==> src/rtl/utf8d_pkg.sv <==
// Package for the UTF-8 stream decoder: widths, the replacement code point
// and the record that passes from the byte classifier to the beat emitter.
// No dependencies.
`default_nettype none

package utf8d_pkg;

    localparam int unsigned BYTE_W = 8;
    localparam int unsigned CP_W   = 21;

    localparam logic [CP_W-1:0] REPLACEMENT_CP = 21'h00FFFD;

    // One classified byte: all beats but the last carry U+FFFD, the last
    // carries tail_cp. extra_cnt is the number of beats before the last.
    typedef struct packed {
        logic [1:0]      extra_cnt;
        logic [CP_W-1:0] tail_cp;
    } entry_t;

endpackage

`default_nettype wire

==> src/rtl/utf8d_front.sv <==
// Front part of the UTF-8 stream decoder: accepts bytes, tracks the open
// sequence and turns each byte into at most one queue record.
// Depends on utf8d_pkg.
`default_nettype none

module utf8d_front (
    input  wire logic                       aclk,
    input  wire logic                       aresetn,
    input  wire logic                       byte_fire,
    input  wire logic [utf8d_pkg::BYTE_W-1:0] byte_value,
    input  wire logic                       end_of_text,
    output logic                            push_valid,
    output utf8d_pkg::entry_t               push_entry
);

    logic [utf8d_pkg::CP_W-1:0] pv_reg, pv_next;
    logic [1:0]                 needed_reg, needed_next;
    logic [1:0]                 seen_reg, seen_next;
    logic [utf8d_pkg::CP_W-1:0] pv_shift;
    logic [utf8d_pkg::CP_W-1:0] tail;
    logic [2:0]                 n;

    assign pv_shift = {pv_reg[utf8d_pkg::CP_W-7:0], byte_value[5:0]};

    always_comb begin
        pv_next     = pv_reg;
        needed_next = needed_reg;
        seen_next   = seen_reg;
        n           = 3'd0;
        tail        = utf8d_pkg::REPLACEMENT_CP;
        if (needed_reg != 2'd0 && byte_value[7:6] == 2'b10) begin
            if (needed_reg == 2'd1) begin
                n           = 3'd1;
                tail        = pv_shift;
                pv_next     = '0;
                needed_next = 2'd0;
                seen_next   = 2'd0;
            end else begin
                pv_next     = pv_shift;
                needed_next = needed_reg - 2'd1;
                seen_next   = seen_reg + 2'd1;
            end
        end else begin
            if (needed_reg != 2'd0) begin
                n           = 3'd1 + {1'b0, seen_reg};
                pv_next     = '0;
                needed_next = 2'd0;
                seen_next   = 2'd0;
            end
            unique casez (byte_value)
                8'b0???????: begin
                    n    = n + 3'd1;
                    tail = {13'd0, byte_value};
                end
                8'b110?????: begin
                    pv_next     = {16'd0, byte_value[4:0]};
                    needed_next = 2'd1;
                    seen_next   = 2'd0;
                end
                8'b1110????: begin
                    pv_next     = {17'd0, byte_value[3:0]};
                    needed_next = 2'd2;
                    seen_next   = 2'd0;
                end
                8'b11110???: begin
                    pv_next     = {18'd0, byte_value[2:0]};
                    needed_next = 2'd3;
                    seen_next   = 2'd0;
                end
                default: begin
                    n    = n + 3'd1;
                    tail = utf8d_pkg::REPLACEMENT_CP;
                end
            endcase
        end
        if (end_of_text && needed_next != 2'd0) begin
            n           = n + 3'd1 + {1'b0, seen_next};
            tail        = utf8d_pkg::REPLACEMENT_CP;
            pv_next     = '0;
            needed_next = 2'd0;
            seen_next   = 2'd0;
        end
    end

    assign push_valid           = byte_fire && (n != 3'd0);
    assign push_entry.extra_cnt = 2'(n - 3'd1);
    assign push_entry.tail_cp   = tail;

    always_ff @(posedge aclk) begin
        if (!aresetn) begin
            pv_reg     <= '0;
            needed_reg <= 2'd0;
            seen_reg   <= 2'd0;
        end else if (byte_fire) begin
            pv_reg     <= pv_next;
            needed_reg <= needed_next;
            seen_reg   <= seen_next;
        end
    end

endmodule

`default_nettype wire

==> src/rtl/utf8d_queue.sv <==
// Short queue of classified records between the front and back parts of
// the UTF-8 stream decoder. Depends on utf8d_pkg.
`default_nettype none

module utf8d_queue #(
    parameter int unsigned DEPTH = 4
) (
    input  wire logic              aclk,
    input  wire logic              aresetn,
    input  wire logic              push,
    input  utf8d_pkg::entry_t      push_entry,
    output logic                   full,
    input  wire logic              pop,
    output logic                   not_empty,
    output utf8d_pkg::entry_t      head_entry
);

    localparam int unsigned PW = $clog2(DEPTH);
    localparam int unsigned CW = $clog2(DEPTH + 1);

    utf8d_pkg::entry_t slots_reg [DEPTH];
    logic [PW-1:0] wr_ptr_reg, wr_ptr_next;
    logic [PW-1:0] rd_ptr_reg, rd_ptr_next;
    logic [CW-1:0] count_reg, count_next;

    assign full       = (count_reg == CW'(DEPTH));
    assign not_empty  = (count_reg != '0);
    assign head_entry = slots_reg[rd_ptr_reg];

    always_comb begin
        wr_ptr_next = wr_ptr_reg;
        rd_ptr_next = rd_ptr_reg;
        count_next  = count_reg;
        if (push) begin
            wr_ptr_next = (wr_ptr_reg == PW'(DEPTH - 1)) ? '0 : wr_ptr_reg + PW'(1);
        end
        if (pop) begin
            rd_ptr_next = (rd_ptr_reg == PW'(DEPTH - 1)) ? '0 : rd_ptr_reg + PW'(1);
        end
        if (push && !pop) begin
            count_next = count_reg + CW'(1);
        end else if (pop && !push) begin
            count_next = count_reg - CW'(1);
        end
    end

    always_ff @(posedge aclk) begin
        if (push) begin
            slots_reg[wr_ptr_reg] <= push_entry;
        end
    end

    always_ff @(posedge aclk) begin
        if (!aresetn) begin
            wr_ptr_reg <= '0;
            rd_ptr_reg <= '0;
            count_reg  <= '0;
        end else begin
            wr_ptr_reg <= wr_ptr_next;
            rd_ptr_reg <= rd_ptr_next;
            count_reg  <= count_next;
        end
    end

endmodule

`default_nettype wire

==> src/rtl/utf8d_back.sv <==
// Back part of the UTF-8 stream decoder: expands each queued record into
// its output beats from an output register. Depends on utf8d_pkg.
`default_nettype none

module utf8d_back (
    input  wire logic                        aclk,
    input  wire logic                        aresetn,
    input  wire logic                        head_valid,
    input  utf8d_pkg::entry_t                head_entry,
    output logic                             pop,
    output logic                             out_valid,
    input  wire logic                        out_ready,
    output logic [utf8d_pkg::CP_W-1:0]       out_cp,
    output logic                             out_last
);

    logic                       valid_reg, valid_next;
    logic [1:0]                 rem_reg, rem_next;
    logic [utf8d_pkg::CP_W-1:0] tail_reg, tail_next;
    logic                       load;

    assign load = !valid_reg || (out_ready && rem_reg == 2'd0);
    assign pop  = load && head_valid;

    always_comb begin
        valid_next = valid_reg;
        rem_next   = rem_reg;
        tail_next  = tail_reg;
        if (load) begin
            valid_next = head_valid;
            rem_next   = head_entry.extra_cnt;
            tail_next  = head_entry.tail_cp;
        end else if (out_ready) begin
            rem_next = rem_reg - 2'd1;
        end
    end

    assign out_valid = valid_reg;
    assign out_last  = (rem_reg == 2'd0);
    assign out_cp    = (rem_reg != 2'd0) ? utf8d_pkg::REPLACEMENT_CP : tail_reg;

    always_ff @(posedge aclk) begin
        if (!aresetn) begin
            valid_reg <= 1'b0;
            rem_reg   <= 2'd0;
        end else begin
            valid_reg <= valid_next;
            rem_reg   <= rem_next;
        end
    end

    always_ff @(posedge aclk) begin
        tail_reg <= tail_next;
    end

endmodule

`default_nettype wire

==> src/rtl/utf8_stream_decoder_top.sv <==
// Top level of the UTF-8 stream decoder: front classifier, record queue
// and beat emitter. Depends on utf8d_pkg, utf8d_front, utf8d_queue, utf8d_back.
`default_nettype none

// The decoder takes one UTF-8 byte per beat and can accept a byte every
// cycle while the queue has room. A byte that completes a character, or an
// ASCII byte, raises m_tvalid for its beat once its record has been
// written into the queue and then loaded into the output register, or
// later under output stalls; a byte that only opens or extends a sequence
// gives none. A malformed or cut-off sequence gives one U+FFFD beat per
// orphaned byte, up to four beats for one input byte, and the output side
// then emits them one after another. m_tlast marks the last beat caused by
// an input byte. The queue of QUEUE_DEPTH records absorbs those bursts and
// output stalls.
module utf8_stream_decoder_top #(
    parameter int unsigned QUEUE_DEPTH = 4
) (
    input  wire logic        aclk,
    input  wire logic        aresetn,
    input  wire logic        s_tvalid,
    output logic             s_tready,
    input  wire logic [7:0]  s_tdata,   // [7:0] byte_value
    input  wire logic        s_tlast,   // end_of_text
    output logic             m_tvalid,
    input  wire logic        m_tready,
    output logic [23:0]      m_tdata,   // [20:0] code_point, [23:21] zero
    output logic             m_tlast    // last_of_run
);

    logic                       q_full;
    logic                       byte_fire;
    logic                       push_valid;
    utf8d_pkg::entry_t          push_entry;
    logic                       head_valid;
    utf8d_pkg::entry_t          head_entry;
    logic                       pop;
    logic [utf8d_pkg::CP_W-1:0] out_cp;

    assign s_tready  = !q_full;
    assign byte_fire = s_tvalid && !q_full;

    utf8d_front u_front (
        .aclk        (aclk),
        .aresetn     (aresetn),
        .byte_fire   (byte_fire),
        .byte_value  (s_tdata),
        .end_of_text (s_tlast),
        .push_valid  (push_valid),
        .push_entry  (push_entry)
    );

    utf8d_queue #(
        .DEPTH (QUEUE_DEPTH)
    ) u_queue (
        .aclk       (aclk),
        .aresetn    (aresetn),
        .push       (push_valid),
        .push_entry (push_entry),
        .full       (q_full),
        .pop        (pop),
        .not_empty  (head_valid),
        .head_entry (head_entry)
    );

    utf8d_back u_back (
        .aclk       (aclk),
        .aresetn    (aresetn),
        .head_valid (head_valid),
        .head_entry (head_entry),
        .pop        (pop),
        .out_valid  (m_tvalid),
        .out_ready  (m_tready),
        .out_cp     (out_cp),
        .out_last   (m_tlast)
    );

    assign m_tdata = {3'b000, out_cp};

endmodule

`default_nettype wire
==> config.mk <==
export PLATFORM = sky130hd
export DESIGN_NAME = utf8_stream_decoder_top
export DESIGN_NICKNAME = d
export VERILOG_FILES = /design/src/rtl/utf8d_pkg.sv /design/src/rtl/utf8d_front.sv /design/src/rtl/utf8d_queue.sv /design/src/rtl/utf8d_back.sv /design/src/rtl/utf8_stream_decoder_top.sv
export SDC_FILE = /design/constraint.sdc
export NUM_CORES = 1
export LEC_CHECK = 0
export BUFFER_PORTS_ARGS = -buffer_cell sky130_fd_sc_hd__buf_2
export CAP_MARGIN = 20
export CORE_MARGIN = 1
export CORE_UTILIZATION = 35
export CTS_BUF_LIST = sky130_fd_sc_hd__clkbuf_8
export CTS_CLUSTER_SIZE = 10
export DETAILED_ROUTE_END_ITERATION = 6
export PLACE_DENSITY_LB_ADDON = 0.12
export SLEW_MARGIN = 25
export SYNTH_ARGS = -nofsm -noshare
export SYNTH_HDL_FRONTEND = slang
export SYNTH_SLANG_ARGS = --single-unit
==> constraint.sdc <==
create_clock -name aclk -period 4.6 [get_ports aclk]
set_clock_uncertainty 0.15 [all_clocks]
set_input_delay 0.69 -clock aclk [delete_from_list [all_inputs] [get_ports aclk]]
set_output_delay 0.69 -clock aclk [all_outputs]
set_load 0.005 [all_outputs]
Word level (Yosys, flattened, before mapping)
Memories as Yosys holds them, arrays and structs flattened. A register that Yosys moved wholly into a read port is not among the register bits.
Index checks and enable logic that the tools add are counted.
- flip-flop bits (word level): 50
- memory bits (writable): 92
- bits of input ports: 13
- output and inout port bits: 27
- logic and storage cells: 90
- memories: 1
- memory list (memory ; depth ; width ; rd ports ; clocked after Yosys merged registers in ; wr ports ; line ; source):
    u_queue.slots_reg ; 4 ; 23 ; 1 ; 1 ; 1 ; utf8d_queue.sv:21 ; utf8d_pkg::entry_t slots_reg [DEPTH];
- add/subtract/negate cells: 12
- equality and inequality tests: 8
- muxes and demuxes: 36
- reduce and logical (&&, ||, !) cells: 24
- operators with widths (kind ; count):
    $mux W21 ; 4
    $mux W15 ; 4
    $pmux W15 S3 ; 1
    $mux W2 ; 15
    $mux W3 ; 7
    $mux W16 ; 1
    $reduce_bool A2 Y1 ; 5
    $add A3 B1 Y3 const B ; 3
    $logic_and A1 B1 Y1 ; 8
    $add A2 B1 Y2 const B ; 3
    $eq A2 B2 Y1 const B ; 3
    $eq A3 B3 Y1 const B ; 2
    $pmux W2 S3 ; 1
    $reduce_bool A3 Y1 ; 2
    $reduce_bool A6 Y1 ; 1
    $sub A2 B1 Y2 const B ; 3
    $eq A5 B5 Y1 const B ; 1
    $eq A4 B4 Y1 const B ; 1
    $logic_not A1 Y1 ; 4
    $add A1 B2 Y3 const A ; 1
    $add A3 B2 Y3 ; 1
    $mux W1 ; 3
    $reduce_or A3 Y1 ; 1
    $sub A3 B1 Y3 const B ; 1
    4 further kinds ; 4

Depth between registers and ports, before layout
Gate-level depths: netlist (run 1).
- depth in word-level cells: 15
- mapped depth: 20
- mapped depth without buffers: 19

Modules after synthesis
From an unflattened synthesis (run 1), not the netlist that was laid out.
- cell total of the unflattened synthesis: 430
- area total of the unflattened synthesis: 6239.7 um^2
- modules (own cells, without submodules) (module ; times used ; cells an instance ; area each (um^2) ; sequential area each (um^2)):
    utf8d_queue ; 1 ; 164 ; 3812.4 ; 2942.8
    utf8d_front ; 1 ; 196 ; 1443.9 ; 380.4
    utf8d_back ; 1 ; 64 ; 947.2 ; 690.7
    utf8_stream_decoder_top ; 1 ; 6 ; 36.3 ; 0.0

Worst setup path after synthesis (run 1)
OpenSTA, ideal clock, no wires.
- kind: in2reg
- start point: in s_tdata[6]
- end point: reg u_queue.count_reg[2]
- setup time: 0.076 ns
- arrival: 4.287 ns
- data required time: 4.374 ns
- path slack: 0.087 ns
- stages on the path: 18
- path buffers: 1
- cell sequence: buf_4 > nand2b_1 > nand3_1 > a31oi_1 > ha_1 > inv_1 > fa_1 > mux2i_1 > ha_1 > and3_1 > o211a_1 > nor4_4 > ha_1 > inv_1 > fa_1 > xor2_1 > or3_1 > a21boi_0
- cells in the longest elaborated chain, start to end: 12
- elaborated cells between the ends (all ways): 24
- classes of those cells: 2 x add/sub; 4 x eq/ne; 8 x mux; 10 x reduce/logical
- RTL lines (what ; line ; source):
    start, declared ; utf8_stream_decoder_top.sv:22 ; input wire logic [7:0] s_tdata,
    $eq A5 B5 Y1, or another cell as far along ; utf8d_front.sv:50 ; unique casez (byte_value)
    $reduce_or A3 Y1 (no source line) ; -- ;
    $mux W3 ; -- ;
    $mux W3 ; utf8d_front.sv:31 ; if (needed_reg != 2'd0 && byte_value[7:6] == 2'b10) begin
    $add A3 B1 Y3 ; utf8d_front.sv:77 ; n = n + 3'd1 + {1'b0, seen_next};
    $add A3 B2 Y3 ; utf8d_front.sv:77 ;
    $mux W3 * ; utf8d_front.sv:76 ; if (end_of_text && needed_next != 2'd0) begin
    $reduce_bool A3 Y1 * ; utf8d_front.sv:85 ; assign push_valid = byte_fire && (n != 3'd0);
    $logic_and A1 B1 Y1 * ; utf8d_front.sv:85 ;
    named net push_valid ; utf8_stream_decoder_top.sv:32 ; logic push_valid;
    $logic_not A1 Y1 ; utf8d_queue.sv:42 ; end else if (pop && !push) begin
    $logic_and A1 B1 Y1 ; utf8d_queue.sv:42 ;
    $reduce_bool A2 Y1 (no source line) ; -- ;
    end signal, assigned ; utf8d_queue.sv:61 ; count_reg <= count_next;
    end, declared ; utf8d_queue.sv:24 ; logic [CW-1:0] count_reg, count_next;
The timed path passes the listed nets; every way through them passes the cells marked *.
A chain may end at the register's enable or synchronous reset.

Worst setup path after layout (run 1)
- start point: reg u_front.seen_reg[0]
- end point: reg u_queue.count_reg[2]
- cells in the longest elaborated chain, start to end: 14
- elaborated cells between the ends (all ways): 21
- classes of those cells: 5 x add/sub; 10 x mux; 6 x reduce/logical
- RTL lines (what ; line ; source):
    start, declared ; utf8d_front.sv:18 ; logic [1:0] seen_reg, seen_next;
    start signal, assigned ; utf8d_front.sv:97 ; seen_reg <= seen_next;
    $add A1 B2 Y3 ; utf8d_front.sv:45 ; n = 3'd1 + {1'b0, seen_reg};
    $mux W3 ; utf8d_front.sv:44 ; if (needed_reg != 2'd0) begin
    $mux W3 ; utf8d_front.sv:31 ;
    $add A3 B1 Y3 ; utf8d_front.sv:52, utf8d_front.sv:71 ;
    $mux W3 ; -- ;
    $mux W3 ; utf8d_front.sv:31 ;
    $add A3 B1 Y3 ; utf8d_front.sv:77 ;
    $add A3 B2 Y3 ; utf8d_front.sv:77 ;
    $mux W3 * ; utf8d_front.sv:76 ;
    $reduce_bool A3 Y1 * ; utf8d_front.sv:85 ;
    $logic_and A1 B1 Y1 * ; utf8d_front.sv:85 ;
    named net push_valid ; utf8_stream_decoder_top.sv:32 ;
    $logic_not A1 Y1 ; utf8d_queue.sv:42 ;
    $logic_and A1 B1 Y1 ; utf8d_queue.sv:42 ;
    $reduce_bool A2 Y1 (no source line) ; -- ;
The timed path passes the listed nets; every way through them passes the cells marked *. The select of a mux whose other input is x is not followed.

==> results.cfg, run 1 <==
[outcome]
status = complete, no violations

[timing]
setup_viol = 0
setup_ws_ps = 270
rsz0062_at_grt = no
slew_violations = 0
fmaxAchievable_ghz = 0.231
hold_viol = 0
slew_headroom_pct = 46.0
min_period_ps = 4330
tightest_slew_ps = 811
fin_crit_sh_pct = 94.1

[die]
dieArea_um2 = 18300
num_io_pins = 40
die_x_um = 135
die_y_um = 135
initial_utilization_pct = 35.8
coreArea_um2 = 17400
row_count = 48

[clocking]
hold_buffers = 0
cts.clk_slew.worst_paths_ps = 80
cts_made_buffers = 17
cts_sinks = 144
cts_tree = done
clock_path_buffers = 2
htree_levels = 4
post_cts_buffers = 0
clk_latency_ps = 440
cts_root_buf = clkbuf_8

[power_and_ir_drop]
p_switching_w = 0.00101
pwr_density_cell_nw_per_um2 = 505
intPower_w = 0.00259
pwr-share-seq_pct = 48.5
power_frac_comb_pct = 25.2
swShare_pct = 28.1
p_clk_share_pct = 26.3
irDropWorstVdd_mv = 0.160
p_total_w = 0.00361
p_leak_nw = 2.48

[final_layout]
num-nets-final = 507
num_antenna_cells = 0
final_core_util_pct = 41.2
largest_reg_flops = 92
layout-drive-gt1-share_pct = 24.8
fillers = 1613
area_growth_pct = 14.8

[global_route]
grt_pass1_wl_um = 19000
grt_overflow = 0
antenna_found_initial = 0
grt_max_degree = 47
first_global_vias = 3564
groute.usage.overall_pct = 14.2

[detailed_routing]
vias = 3490
wl_per_cell_um = 16.5
ant_nets = 0
drc = 0
routed_wl_um = 11800
routed_via_density = 4.87
drt_pass1_iterations = 6
drt-initial-drc-count = 220

[synth]
synthMuxAreaShare_pct = 11.9
yosysSeqAreaShare_pct = 64.5
mappedNetlistArea_um2 = 6220
synth_top_family_by_area = simple AND/OR/NAND/NOR gates
synthFlopType = edfxtp_1
yosys.area_share.adder_pct = 3.26
ys_warn_count = 0
synth-compound-area-share_pct = 4.60
synthSimpleGateAreaFrac_pct = 12.4
netlist_instances = 431
synth_top_area_cell = edfxtp_1
syn_avg_cell_area_um2 = 14.4
synthXorXnorAreaFrac_pct = 0.422
synth_edf_count = 113
synth_seq_cells = 144
ys_types = 48
synth_area_leaders = edfxtp_1 55%, dfxtp_1 10%, mux4_2 8.3%
async_reset_ff_share_pct = 0
yosysTopAreaCellShare_pct = 54.5

[worst_setup_path]
crit_path_max_fanout = 5
worstPathArrival_ps = 4540
start_kind = register
worstSetupPathType = reg2reg
worst_path_most_repeated_cell = ha_1
critPathTopFamily = adder cells
crit_chain = ha_1 > nor2b_1 > ha_1 > o21ai_0 > a21oi_1 > fa_1 > mux2i_1 > ha_1 > and3_1 > o211a_1 > nor4_4 > ha_1 > inv_1 > fa_1 > xor2_1 > or3_1 > a21boi_0
cp_slowest_cell = fa_1
cp.required_ps = 4810
worstPathBufferInverterCount = 1
endpoint_kind = register
critical-path-max-stage-delay_ps = 550

[placed_design]
place.detailed.hpwl_um = 7590
dp_slack_ps = -7.16
io_buffers = 36
globalplace.congestion = 0.808

[worst_hold_path]
hp-class = reg2reg

[flow_run]
cap_viol_max_count = 0
[repair_timing]
item | CTS | global route
hold endpoints to repair | 0 | 0
gates resized for setup | 1 | 5
endpoints found under the setup margin | 1 | 1
[stage by stage]
| step | hold slack [ps] | instance area (um2) | TNS (ps) | cells |
|---|---|---|---|---|
| after CTS | 306 | 7120 | 0 | 717 |
| after detailed placement | 294 | 6740 | -7.16 | 685 |
| after global placement | 294 | 6730 | 0 | 685 |
| final | 301 | 7150 | 0 | 717 |
| after floorplan | 280 | 6230 | 0 | 433 |
| after global routing | 325 | 7150 | 0 | 717 |
[layout by cell type (no fill, tap or decap), types with 5 or more instances in the layout]
cell type / Yosys / routed
a21oi_1: 5 / 5
and2_1: 18 / 18
buf_2: 6 / 36
buf_4: 5 / 12
clkbuf_8: 0 / 17
dfxtp_1: 31 / 29
edfxtp_1: 113 / 113
ha_1: 13 / 12
inv_1: 13 / 14
mux2i_1: 21 / 21
mux4_2: 23 / 23
nand2_1: 45 / 45
nand2b_1: 16 / 15
nand3_1: 8 / 8
nand4_1: 13 / 13
nor2_1: 11 / 10
nor2b_1: 13 / 13
o21ai_0: 16 / 16
or2_2: 5 / 5
[worst register-to-register path, stage by stage, from the launching register on]
cell	delay, ps
dfxtp_1	440
ha_1	280
nor2b_1	150
ha_1	290
o21ai_0	70
a21oi_1	140
fa_1	550
mux2i_1	70
ha_1	230
and3_1	180
o211a_1	150
nor4_4	280
ha_1	230
inv_1	60
fa_1	380
xor2_1	150
or3_1	300
a21boi_0	160
[logic make-up after synthesis]
| group | Yosys count |
|---|---|
| XOR/XNOR | 3 |
| AO/OA/AOI/OAI | 42 |
| AND/OR/NAND/NOR | 143 |
| adder cells (fa/ha/maj) | 15 |
| multiplexers | 45 |
| other | 1 |
| flip-flops | 144 |
| buffers and inverters | 38 |
[path summary, 6_finish.rpt]
check	end	cells after the start	slack [ps]	from
worst max-delay path	u_queue.count_reg[2]	17	270	u_front.seen_reg[0]
worst min-delay path	u_front.pv_reg[14]	2	300	u_front.pv_reg[14]
worst max register to register	u_queue.count_reg[2]	17	270	u_front.seen_reg[0]
worst min register to register	u_front.pv_reg[14]	2	300	u_front.pv_reg[14]
[layer usage]
layer | GRT usage (%) | wire length [um] | vias up
li1 | - | - | 1697
met1 | 18.2 | 5510 | 1724
met2 | 22.9 | 5720 | 58
met3 | 3.74 | 466 | 11
met4 | 5.24 | 146 | 0
met5 | 0 | 0 | -
[area by class of cell]
cell class	count	area, um2	share of cell area, %
clock inverter	15	146	2.05
clock buffer	17	234	3.27
multi-input combinational	251	2070	28.9
tap	225	282	3.94
sequential	144	4020	56.2
timing repair buffer	52	350	4.90
inverter	13	48.8	0.683
[cell usage after synthesis (all sizes together), types with 2 or more instances]
cell / count
edfxtp: 113
nand2: 45
dfxtp: 31
mux4: 23
mux2i: 21
and2: 18
o21ai: 17
nand2b: 16
buf: 13
ha: 13
inv: 13
nand4: 13
nor2b: 13
clkbuf: 12
nor2: 11
nand3: 8
a21oi: 6
or2: 5
a22oi: 4
a21boi: 3
and3: 3
nand3b: 3
nor4: 3
a31oi: 2
fa: 2
o211a: 2
o211ai: 2
o21a: 2
xor2: 2
[power by group through the flow]
stage               Sequential [W]  Combinational (W)  Clock (W)
floorplan                  0.00173           0.000659          0
global placement           0.00178           0.000931          0
detailed placement         0.00179           0.000934          0
CTS                        0.00176           0.000939   0.000982
global route               0.00178            0.00102    0.00103
finish                     0.00175           0.000911   0.000948
Power figures use the tool's default switching activity.
==> run 2, diff against run 1 <==
Clock period 4.6 ns to 4.29 ns, I/O delays scaled along.
==> run 2 against run 1 <==
Critical endpoint unchanged. Flip-flop and latch count unchanged. Core utilization increased by 1.2 points. Power increased by 11%. Clock power increased by 19%. Setup slack got worse by 84 ps. Worst hold slack improved by 6.4 ps. Via count increased by 1.5%. Routed wire length increased by 3.1%. Die area unchanged.
==> results.cfg, run 2 (same netlist as run 1, synthesis figures left out) <==
[final_layout]
area_growth_pct = 18.1
ff_latch_area_um2 = 4020
num_antenna_cells = 0
layout_common_cells = 113 x edfxtp_1, 45 x nand2_1, 36 x buf_2, 30 x dfxtp_1, 24 x buf_4
final_core_util_pct = 42.3
multi_input_area_um2 = 2130
mostFrequentLayoutCell = edfxtp_1
layout-drive-gt1-share_pct = 27.5
num-nets-final = 520
fillers = 1570
largest_reg_flops = 92

[detailed_routing]
vias = 3544
drc = 0
ant_nets = 0
wl_per_cell_um = 16.7
routed_wl_um = 12200
drt_pass1_iterations = 4
drt-initial-drc-count = 147
routed_via_density = 4.85

[timing]
slew_headroom_pct = 37.2
fmaxAchievable_ghz = 0.244
rsz0062_at_grt = no
hold_viol = 0
fin_crit_sh_pct = 95.7
slew_violations = 0
min_period_ps = 4100
tightest_slew_ps = 941
finalSetupTns_ps = 0
setup_viol = 0

[die]
row_count = 48
die_x_um = 135
dieArea_um2 = 18300
coreArea_um2 = 17400
die_y_um = 135
initial_utilization_pct = 35.8
num_io_pins = 40

[power_and_ir_drop]
pwr_density_cell_nw_per_um2 = 545
p_leak_nw = 2.58
irDropWorstVdd_mv = 0.206
p_total_w = 0.00400

[clocking]
cts_root_buf = clkbuf_8
hold_buffers = 0
htree_levels = 4
cts_sinks = 144
cts_tree = done
cts_made_buffers = 17
clk_latency_ps = 440
cts.clk_slew.worst_paths_ps = 80
clock_path_buffers = 2

[global_route]
grt_max_degree = 47
groute.usage.overall_pct = 14.5
first_global_vias = 3627
antenna_found_initial = 0
grt_overflow = 0
grt_pass1_wl_um = 19400

[flow_run]
cap_viol_max_count = 0

[worst_setup_path]
worstSetupPathType = reg2reg
r2r_slack_ps = 190
endpoint_kind = register
start_kind = register
crit_path_max_fanout = 5
cp.required_ps = 4510
worstPathArrival_ps = 4320

[worst_hold_path]
hp-class = reg2reg

[outcome]
status = complete, no violations

[placed_design]
io_buffers = 36
globalplace.congestion = 0.810
place.detailed.hpwl_um = 7760
[run 2: changes by cell type in the layout (fill, tap and decap cells not counted), sizes merged]
cell      before  now
clkinvlp       4    1
inv           17   16
bufinv         2    4
clkinv         5    7
clkbuf        17   18
buf           52   64
[run 2: layout make-up]
cell class	instances	area share, %
inverters	13	0.664
multi-input cells	251	29.0
clock inverters	15	2.62
flip-flops and latches	144	54.6
repair buffers	65	6.09
well taps	225	3.83
clock buffers	17	3.18
[run 2: report_power, final]
part           internal (W)  total [W]  leakage, nW  switching, W
registers           0.00178    0.00186         1.29     0.0000784
clock network      0.000631    0.00113        0.217      0.000503
logic              0.000506    0.00101         1.08      0.000507
[run 2: worst max-delay path, stage by stage, from the launching register on]
cell,delay [ps]
dfxtp_1,320
buf_4,140
ha_1,270
nor4b_4,320
nor2b_4,210
a31oi_4,40
ha_1,300
mux2_4,320
ha_1,200
and3_1,180
o211a_1,150
nor4_4,170
ha_2,220
inv_1,50
fa_1,370
xor2_1,160
or3_1,290
a21boi_0,170
[run 2: what timing repair did]
action,CTS,global route
buffers inserted,0,2
pin swaps,0,3
gates resized for setup,2,14
setup endpoints to repair,1,1
cloned,0,0
[run 2: worst paths after layout]
| path | from | to | cells after the start |
|---|---|---|---|
| worst min register to register | u_front.pv_reg[9] | u_front.pv_reg[9] | 2 |
| worst max register to register | u_front.needed_reg[0] | u_queue.count_reg[2] | 17 |
| worst min-delay path | u_front.pv_reg[9] | u_front.pv_reg[9] | 2 |
| worst max-delay path | u_front.needed_reg[0] | u_queue.count_reg[2] | 17 |
[run 2: per-layer routing]
metal	up-vias	GRT usage [%]	part of all wire (%)
met5	-	0	0
met4	0	6.05	1.4
met3	14	3.48	2.8
met2	50	23.2	49
met1	1759	18.7	47
li1	1721	-	-
[run 2: stage by stage]
stage / worst slack (ps) / cell area (um2) / hold slack, ps / cells
floorplan: 0.921 / 6230 / 280 / 433
global placement: 23.8 / 6830 / 294 / 696
detailed placement: -94.3 / 6830 / 297 / 696
CTS: 86.1 / 7260 / 310 / 728
global route: 6.36 / 7350 / 332 / 730
finish: 186 / 7350 / 308 / 730
==> run 3, diff against run 2 <==
Settings changed: SYNTH_HIERARCHICAL set to 1.
==> run 3 against run 2 <==
Non-clock buffer count decreased by 4. Cell count decreased by 0.14%. Sequential share of layout area increased by 1.2 points. Register-to-register slack about the same. Power decreased by 3.1%. Die area increased by 0.27%. Largest cell class unchanged. Largest power group unchanged.
==> results.cfg, run 3 <==
[detailed_routing]
routed_wl_um = 12200
vias = 3556
ant_nets = 0
routed_via_density = 4.88
wl_per_cell_um = 16.7
drt-initial-drc-count = 152
drc = 0
drt_pass1_iterations = 4

[worst_setup_path]
endpoint_kind = register
cp.required_ps = 4520
crit_chain = ha_1 > nor2b_1 > ha_1 > mux2_2 > nand2_2 > fa_1 > mux2_4 > ha_4 > o221ai_1 > o31ai_1 > nor3_2 > ha_2 > inv_2 > fa_2 > xor2_1 > or3_1 > a21boi_1
worstPathArrival_ps = 4340
worst_path_most_repeated_cell = ha_1
critPathTopFamily = adder cells
start_kind = register
cp_slowest_cell = fa_1
critical-path-max-stage-delay_ps = 420
worstPathBufferInverterCount = 1
worstSetupPathType = reg2reg
crit_path_max_fanout = 5

[timing]
fmaxAchievable_ghz = 0.243
slew_headroom_pct = 50.5
hold_viol = 0
min_period_ps = 4110
hold_ws_ps = 309
rsz0062_at_grt = yes
fin_crit_sh_pct = 95.8
setup_viol = 0
slew_violations = 0
setup_ws_ps = 180
tightest_slew_ps = 743

[synth]
synth_top_area_cell = edfxtp_1
netlist_instances = 430
yosysTopAreaCellShare_pct = 54.4
mappedNetlistArea_um2 = 6240
synthXorXnorAreaFrac_pct = 0.421
synth_edf_count = 113
ys_types = 58
synthSimpleGateAreaFrac_pct = 10.1
async_reset_ff_share_pct = 0
synth_area_leaders = edfxtp_1 54%, dfxtp_1 9.9%, mux4_2 7.2%
yosysSeqAreaShare_pct = 64.3
synth_seq_cells = 144
synthMuxAreaShare_pct = 10.1
synth_top_family_by_area = simple AND/OR/NAND/NOR gates
synthTopCellsByCount = 113 x edfxtp_1, 37 x nand2_1, 31 x dfxtp_1, 30 x inv_1, 26 x o21ai_0
yosys.area_share.adder_pct = 3.25
yosysMostFrequentCell = edfxtp_1
ys_warn_count = 6
synthFlopType = edfxtp_1
synth-compound-area-share_pct = 7.02
syn_avg_cell_area_um2 = 14.5

[global_route]
grt_max_degree = 27
first_global_vias = 3616
grt_overflow = 0
grt_pass1_wl_um = 19400
antenna_found_initial = 0
groute.usage.overall_pct = 14.6

[power_and_ir_drop]
intPower_w = 0.00280
p_clk_share_pct = 25.3
power_frac_comb_pct = 27.0
p_leak_nw = 2.50
irDropWorstVdd_mv = 0.197
pwr_density_cell_nw_per_um2 = 539
p_switching_w = 0.00108
swShare_pct = 27.9
pwr-share-seq_pct = 47.7
p_total_w = 0.00388

[die]
initial_utilization_pct = 36.0
num_io_pins = 40
dieArea_um2 = 18400
coreArea_um2 = 17400
die_y_um = 136
die_x_um = 136
row_count = 48

[final_layout]
mostFrequentLayoutCell = edfxtp_1
layout-drive-gt1-share_pct = 27.0
ff_latch_area_um2 = 4020
num_antenna_cells = 0
final_area_um2 = 7190
layout_common_cells = 113 x edfxtp_1, 36 x buf_2, 35 x nand2_1, 30 x inv_1, 29 x dfxtp_1
num-nets-final = 519
area_growth_pct = 15.3
largest_reg_flops = 92
multi_input_area_um2 = 2000
fillers = 1600

[clocking]
htree_levels = 4
cts_sinks = 144
cts.clk_slew.worst_paths_ps = 80
cts_root_buf = clkbuf_8
cts_tree = done
clock_path_buffers = 2
clk_latency_ps = 440
cts_made_buffers = 17

[placed_design]
globalplace.congestion = 0.821
io_buffers = 36
dp_slack_ps = -110
dpl_cell_area_um2 = 6800
place.detailed.hpwl_um = 7920

[flow_run]
cap_viol_max_count = 0

[outcome]
status = complete, no violations

[worst_hold_path]
hp-class = in2reg
==> run 3: cell type report <==
cell class | count | area share [%]
clock buffer | 17 | 3.25
sequential | 144 | 55.8
tap | 225 | 3.91
timing repair buffer | 61 | 5.81
clock inverter | 15 | 1.77
multi-input combinational | 236 | 27.8
inverter | 31 | 1.62
==> run 3: power by group through the flow <==
stage,registers (W),logic (W),clock network [W]
final,0.00185,0.00105,0.000981
after global routing,0.00187,0.00117,0.00107
after CTS,0.00186,0.00107,0.00102
after detailed placement,0.00189,0.00107,0
after global placement,0.00188,0.00105,0
after floorplan,0.00186,0.000772,0
==> run 3: final timing paths <==
| path | from | endpoint | slack (ps) | cells past startpoint |
|---|---|---|---|---|
| max | u_front/seen_reg[0] | u_queue/count_reg[2] | 180 | 17 |
| min | m_tready | u_back/rem_reg[1] | 310 | 2 |
| max reg2reg | u_front/seen_reg[0] | u_queue/count_reg[2] | 180 | 17 |
| min reg2reg | u_front/pv_reg[6] | u_front/pv_reg[12] | 330 | 2 |
==> run 3: cell families after synthesis <==
family	count (synthesis)
compound gates	66
simple gates	117
flops	144
xor+xnor	3
other cells	1
mux	32
buf+inv	52
fa+ha+maj	15
==> run 3: timing repair <==
action | in CTS | in global routing
hold buffers | 0 | 0
resized for setup | 1 | 5
setup buffers | 0 | 1
pin swaps | 0 | 1
setup endpoints to repair | 1 | 1
==> run 3: worst register-to-register path, stage by stage, from the launching register on <==
cell,delay (ps)
dfxtp_2,350
ha_1,310
nor2b_1,150
ha_1,280
mux2_2,280
nand2_2,90
fa_1,420
mux2_4,290
ha_4,160
o221ai_1,70
o31ai_1,110
nor3_2,210
ha_2,220
inv_2,40
fa_2,330
xor2_1,160
or3_1,310
a21boi_1,120
==> run 3: routing by layer <==
| metal | GRT usage (%) | part of all wire [%] |
|---|---|---|
| met2 | 24.3 | 51 |
| met5 | 0 | 0 |
| met3 | 3.82 | 3.6 |
| met4 | 6.30 | 1.1 |
| met1 | 17.9 | 45 |
==> run 3: per-stage QoR <==
step / TNS, ps / instances / util [%]
4_1_cts: 0 / 728 / 41.3
6_report: 0 / 729 / 41.4
5_1_grt: -37.3 / 729 / 41.4
3_3_place_gp: 0 / 696 / 39.2
2_1_floorplan: -55.8 / 432 / -
3_5_place_dp: -110 / 696 / 39.2
